`src/design/vrbs_pkg.sv`:
```
// ----------------------------------------------------------------------------
// Variable record byte stack: shared package
// Sizes, transaction payload types, status codes and the command and status
// groups between the controller and the datapath.
// ----------------------------------------------------------------------------
package vrbs_pkg;

    localparam int STACK_BYTES      = 4096;
    localparam int MAX_RECORD_BYTES = 255;
    localparam int WORD_BYTES       = 8;

    localparam int ROWS    = STACK_BYTES / WORD_BYTES;
    localparam int ADDR_W  = $clog2(STACK_BYTES) + 1;
    localparam int ROW_W   = $clog2(ROWS);
    localparam int LANE_W  = $clog2(WORD_BYTES);
    localparam int LEN_W   = $clog2(MAX_RECORD_BYTES + 2);
    localparam int SIZE_W  = 8;
    localparam int CAP_W   = 13;
    localparam int DATA_W  = 64;
    localparam int BYTES_W = 4;
    localparam int CMP_W   = ((ADDR_W > CAP_W) ? ADDR_W : CAP_W) + 1;

    localparam int CAP_RESET = 4096;

    typedef enum logic
    {
        REQ_PUSH = 1'b0,
        REQ_POP  = 1'b1
    } req_t;

    typedef enum logic [1:0]
    {
        STS_OK        = 2'd0,
        STS_OVERFLOW  = 2'd1,
        STS_UNDERFLOW = 2'd2
    } status_code_t;

    typedef struct packed
    {
        req_t                 req_type;
        logic [DATA_W-1:0]    push_data;
        logic [BYTES_W-1:0]   push_bytes;
        logic                 push_last;
        logic [SIZE_W-1:0]    pop_limit;
    } in_item_t;

    typedef struct packed
    {
        status_code_t         status;
        logic [DATA_W-1:0]    pop_data;
        logic [BYTES_W-1:0]   pop_bytes;
        logic                 last;
    } out_item_t;

    typedef struct packed
    {
        logic push_acc;
        logic pop_acc;
        logic trl_wr;
        logic pop_chk;
        logic word_ld;
    } dp_cmd_t;

    typedef struct packed
    {
        logic push_commit;
        logic pop_stream;
        logic out_valid;
        logic out_last;
    } dp_sts_t;

endpackage

```
`src/design/vrbs_ctrl.sv`:
```
// ----------------------------------------------------------------------------
// Variable record byte stack: controller
// Sequences push trailer writes, pop checks and the word stream of a pop.
// ----------------------------------------------------------------------------
module vrbs_ctrl
    import vrbs_pkg::*;
(
    input  logic    clk,
    input  logic    rst_n,
    input  logic    in_valid,
    input  req_t    req_type,
    output logic    in_ready,
    input  logic    out_ready,
    input  dp_sts_t sts,
    output dp_cmd_t cmd
);

    typedef enum logic [5:0]
    {
        ST_IDLE      = 6'b000001,
        ST_PUSH_TRL  = 6'b000010,
        ST_POP_CHK   = 6'b000100,
        ST_WORD_RD   = 6'b001000,
        ST_WORD_LD   = 6'b010000,
        ST_WORD_WAIT = 6'b100000
    } state_t;

    state_t state_reg;
    state_t state_next;
    logic   accept;

    assign in_ready = (state_reg == ST_IDLE) && (!sts.out_valid || out_ready);
    assign accept   = in_valid && in_ready;

    always_comb
    begin
        cmd.push_acc = accept && (req_type == REQ_PUSH);
        cmd.pop_acc  = accept && (req_type == REQ_POP);
        cmd.trl_wr   = (state_reg == ST_PUSH_TRL);
        cmd.pop_chk  = (state_reg == ST_POP_CHK);
        cmd.word_ld  = (state_reg == ST_WORD_LD);
    end

    always_comb
    begin
        state_next = state_reg;
        unique case (state_reg)
            ST_IDLE:
            begin
                if (cmd.pop_acc)
                begin
                    state_next = ST_POP_CHK;
                end
                else if (cmd.push_acc && sts.push_commit)
                begin
                    state_next = ST_PUSH_TRL;
                end
            end
            ST_PUSH_TRL:
            begin
                state_next = ST_IDLE;
            end
            ST_POP_CHK:
            begin
                state_next = sts.pop_stream ? ST_WORD_RD : ST_IDLE;
            end
            ST_WORD_RD:
            begin
                state_next = ST_WORD_LD;
            end
            ST_WORD_LD:
            begin
                state_next = ST_WORD_WAIT;
            end
            ST_WORD_WAIT:
            begin
                if (sts.out_valid && out_ready)
                begin
                    state_next = sts.out_last ? ST_IDLE : ST_WORD_LD;
                end
            end
            default:
            begin
                state_next = ST_IDLE;
            end
        endcase
    end

    always_ff @(posedge clk or negedge rst_n)
    begin
        if (!rst_n)
        begin
            state_reg <= ST_IDLE;
        end
        else
        begin
            state_reg <= state_next;
        end
    end

    a_wait_has_word: assert property (@(posedge clk) disable iff (!rst_n)
        (state_reg == ST_WORD_WAIT) |-> sts.out_valid)
        else $error("Word wait state without a loaded word.");

    a_check_out_free: assert property (@(posedge clk) disable iff (!rst_n)
        (state_reg == ST_POP_CHK) |-> !sts.out_valid)
        else $error("Pop check entered with the output register occupied.");

endmodule

```
`config.mk`:
```
export PLATFORM = sky130hd
export DESIGN_NAME = vrbs_ctrl
export DESIGN_NICKNAME = d
export VERILOG_FILES = /design/src/design/vrbs_pkg.sv /design/src/design/vrbs_ctrl.sv
export SDC_FILE = /design/constraint.sdc
export NUM_CORES = 1
export LEC_CHECK = 0
export ABC_AREA = 1
export BUFFER_PORTS_ARGS = -buffer_cell sky130_fd_sc_hd__buf_2
export CAP_MARGIN = 20
export CORE_AREA = 3 3 40 42
export DETAILED_ROUTE_END_ITERATION = 12
export DIE_AREA = 0 0 43 45
export GPL_TIMING_DRIVEN = 0
export PLACE_DENSITY = 0.65
export SLEW_MARGIN = 10
export SYNTH_ARGS = -nofsm -noshare
export SYNTH_HDL_FRONTEND = slang
export SYNTH_SLANG_ARGS = --single-unit
export TNS_END_PERCENT = 100
```
`constraint.sdc`:
```
create_clock -name clk -period 1.2 [get_ports clk]
set_clock_uncertainty 0.05 [all_clocks]
set_input_delay 0.3 -clock clk [delete_from_list [all_inputs] [get_ports clk]]
set_output_delay 0.3 -clock clk [all_outputs]
set_load 0.01 [all_outputs]
```
==> results.md <==
* HPWL after DPL at between 700 and 800 um
* DRC marker count from the first detailed-route iteration at 6
* Transition time of the tightest slew-check pin at between 0.3 and 0.4 ns
* Crit path launch type: flip-flop
* Kind of critical path: reg2out
* Most prevalent standard cell on the critical path: sky130_fd_sc_hd__nor2_4
* Setup repair after global routing missed its margin: true
* Average wire length per cell after detail routing at 9.92 um
* Worst EP arrival at ~1.3 ns
* Library cell used as clock root buffer: sky130_fd_sc_hd__clkbuf_4
* Number of buffers inserted during clock tree synthesis at 3
* CP Max Fanout at 4
* Yosys warning count at 0
* Run status: finished with violations
* Syn nets at 72
* Cell type of the slowest stage on the worst timing path: sky130_fd_sc_hd__dfstp_2
* Slowest cell delay on critical path at 0.55 ns
* Cell variety after synth at 18
* Overflow after GRT at 0
* Clock transition at the registers of the reported paths at 0.05 ns
* ANT cells at 0
* MaxCap Viol Count at 0
* Number of routed nets with antenna violations at 0
* Sink of the worst hold path: state_reg[3]
* I/O pin count at 15
* Crit path launch: state_reg[0]
* Avg Cell Area, Syn at between 7 and 8 um^2
* Cell Pwr Density at roughly 1400 nW/um^2
* Leakage component of the power at between 0.3 and 0.4 nW
* Maximum operating frequency at between 500 and 600 MHz
* Vias per std cell at between 4 and 5
* First-pass GRT wire length at between 1500 and 2000 um
* Via Count at 462
* FILL cells at between 100 and 150
* WL final at approximately 1100 um
* Cell Area, Synth at around 450 um^2
* Remaining routing DRC violations at 0
* I/O Buffers at 14
* Count of state elements after synthesis at 6
* Post-route setup slack at -0.489 ns
* Worst Hold Margin at approximately 0.23 ns
* Number of clock sinks at 6
* Worst vdd ir at between 0.5 and 0.6 mV
* Maximum number of pins on one net before global-route repair at 7
* Proportion of layout cells with a drive suffix above 1 at between 40% and 50%
* Final Cycle Share at 141%
* Total global-route track usage at around 13%
* Violations in the final reports: negative setup slack
* Largest register FFs at 6
* Die ar. at roughly 1900 um^2
* Final count of negative-setup-slack endpoints at 10
* Relative slew slack at roughly 79%
* Floorplan die width at roughly 43 um
* Number of search-and-repair iterations in the first detailed-routing pass at 4
* R2R Path End: state_reg[0]
* Number of antenna violations at the first check in global routing at 0
* Post-Place Worst Slack at -0.296 ns
* Buffer levels on the longest clock path at 2
* Row count at 13
* Synthesized instance count at 63
* Count of endpoints failing hold in the final timing report at 0
* Number of pins with negative max-slew slack in the final report at 0
* Worst path cell trace: nand2_2 > nor2_4 > nand3_4 > nor2_4 > buf_6
* Area of the core at ~1300 um^2
* Number of cells on the worst reg-to-reg path at 9
* Layout overhead on the synthesized area at 51.8%
* Initial core utilization at 35.3%
* Clock tree from TritonCTS: done
* Worst hold path startpoint: sts[2]
* Category of the worst setup path capture point: primary output
* Clock latency of the later-clocked register in the worst-skew pair at about 0.25 ns
* Class of the tightest hold or removal check: in2reg
* Gp weighted congestion at 0.795
* Reg-to-reg critical path startpoint: state_reg[0]
* Share of synthesized area occupied by flip-flops and latches at 33.3%
* Worst setup slack for register-to-register paths at -0.25 ns
* Die boundary height at about 45 um
* Via count of the first global-routing pass at ~470
* Final net count at slightly above 100
* Minimum clock period at between 1.5 and 2 ns
* # H-tree levels at 1
* Data required time of the worst path at 0.85 ns
* Hold Path Stages at 3
## placed cells by master (no fill, tap or decap), drive strengths merged
| cell | count |
|---|---|
| nor2 | 18 |
| clkbuf | 4 |
| buf | 23 |
| o31ai | 1 |
| nand3 | 6 |
| dlygate4sd3 | 1 |
| dfrtp | 5 |
| o21a | 1 |
| inv | 15 |
| a21oi | 2 |
| nand2 | 8 |
| dfstp | 1 |
| nand4 | 1 |
| nor3 | 1 |
| o21ai | 4 |
## per-layer routing
layer  GRT usage, %  share of wire (%)  vias to the layer above
met4           9.04                1.3                        0
met5              0                  0                        -
li1               -                  -                      249
met2           22.5                 50                       14
met3           1.99                5.1                        2
met1           14.0                 44                      197
## worst max-delay path by stage
stage | end | depth (start not counted)
after floorplan | cmd[4] | 5
after global placement | cmd[4] | 6
after detailed placement | cmd[4] | 6
after CTS | cmd[4] | 6
after global routing | cmd[4] | 6
final | cmd[4] | 5
## repair_timing
action	4_1_cts	5_1_grt
setup endpoints to repair	10	10
setup buffers	6	3
endpoints found under the hold margin	5	0
pin swaps	4	6
gates resized for setup	6	3
hold buffers	1	0
## Yosys cell counts (all sizes together)
master	instances	area share [%]
nand4	1	1.4
a21oi	2	3.9
o31ai	1	1.7
nand2	8	8.8
nor2	18	22
inv	15	12
dfstp	1	5.8
nor3	1	1.1
o21a	1	1.7
dfrtp	5	28
nand3	6	9.4
o21ai	4	4.4
## critical path: cells and delay by family (launching register included)
family,cells,cell delay (ns)
simple gates,4,0.44
flops,1,0.55
buf+inv,1,0.11
## where the power goes
part | total, mW | internal [mW] | switching, mW
logic | 0.462 | 0.200 | 0.262
clock network | 0.203 | 0.126 | 0.0771
registers | 0.269 | 0.239 | 0.0296
total | 0.934 | 0.565 | 0.369
## final cells by class
cell class / count / area, um^2 / area share (%)
Multi-Input combinational cell: 42 / 279 / 40.5
Timing Repair Buffer: 24 / 158 / 22.9
Clock buffer: 4 / 26.3 / 3.81
Inverter: 15 / 56.3 / 8.17
Sequential cell: 6 / 151 / 22.0
Tap cell: 15 / 18.8 / 2.72
## per-stage QoR
stage / TNS, ns / instance area [um^2] / std cells / total power, mW / utilization [%]
2_1_floorplan: -0.367 / 462 / 63 / 0.534 / -
3_3_place_gp: -1.19 / 551 / 92 / 0.620 / 42.8
3_5_place_dp: -1.26 / 551 / 92 / 0.627 / 42.8
4_1_cts: -3.20 / 661 / 103 / 0.904 / 51.4
5_1_grt: -4.20 / 689 / 106 / 1.01 / 53.7
6_report: -3.34 / 689 / 106 / 0.934 / 53.7
## cells by family after synthesis
kind of cell           count (synthesis)  synth area share (%)
AND/OR/NAND/NOR                       34                  42.7
buffers and inverters                 15                  12.4
AO/OA/AOI/OAI                          8                  11.6
flip-flops                             6                  33.3
Note: power is estimated with default switching activity, not from simulation.
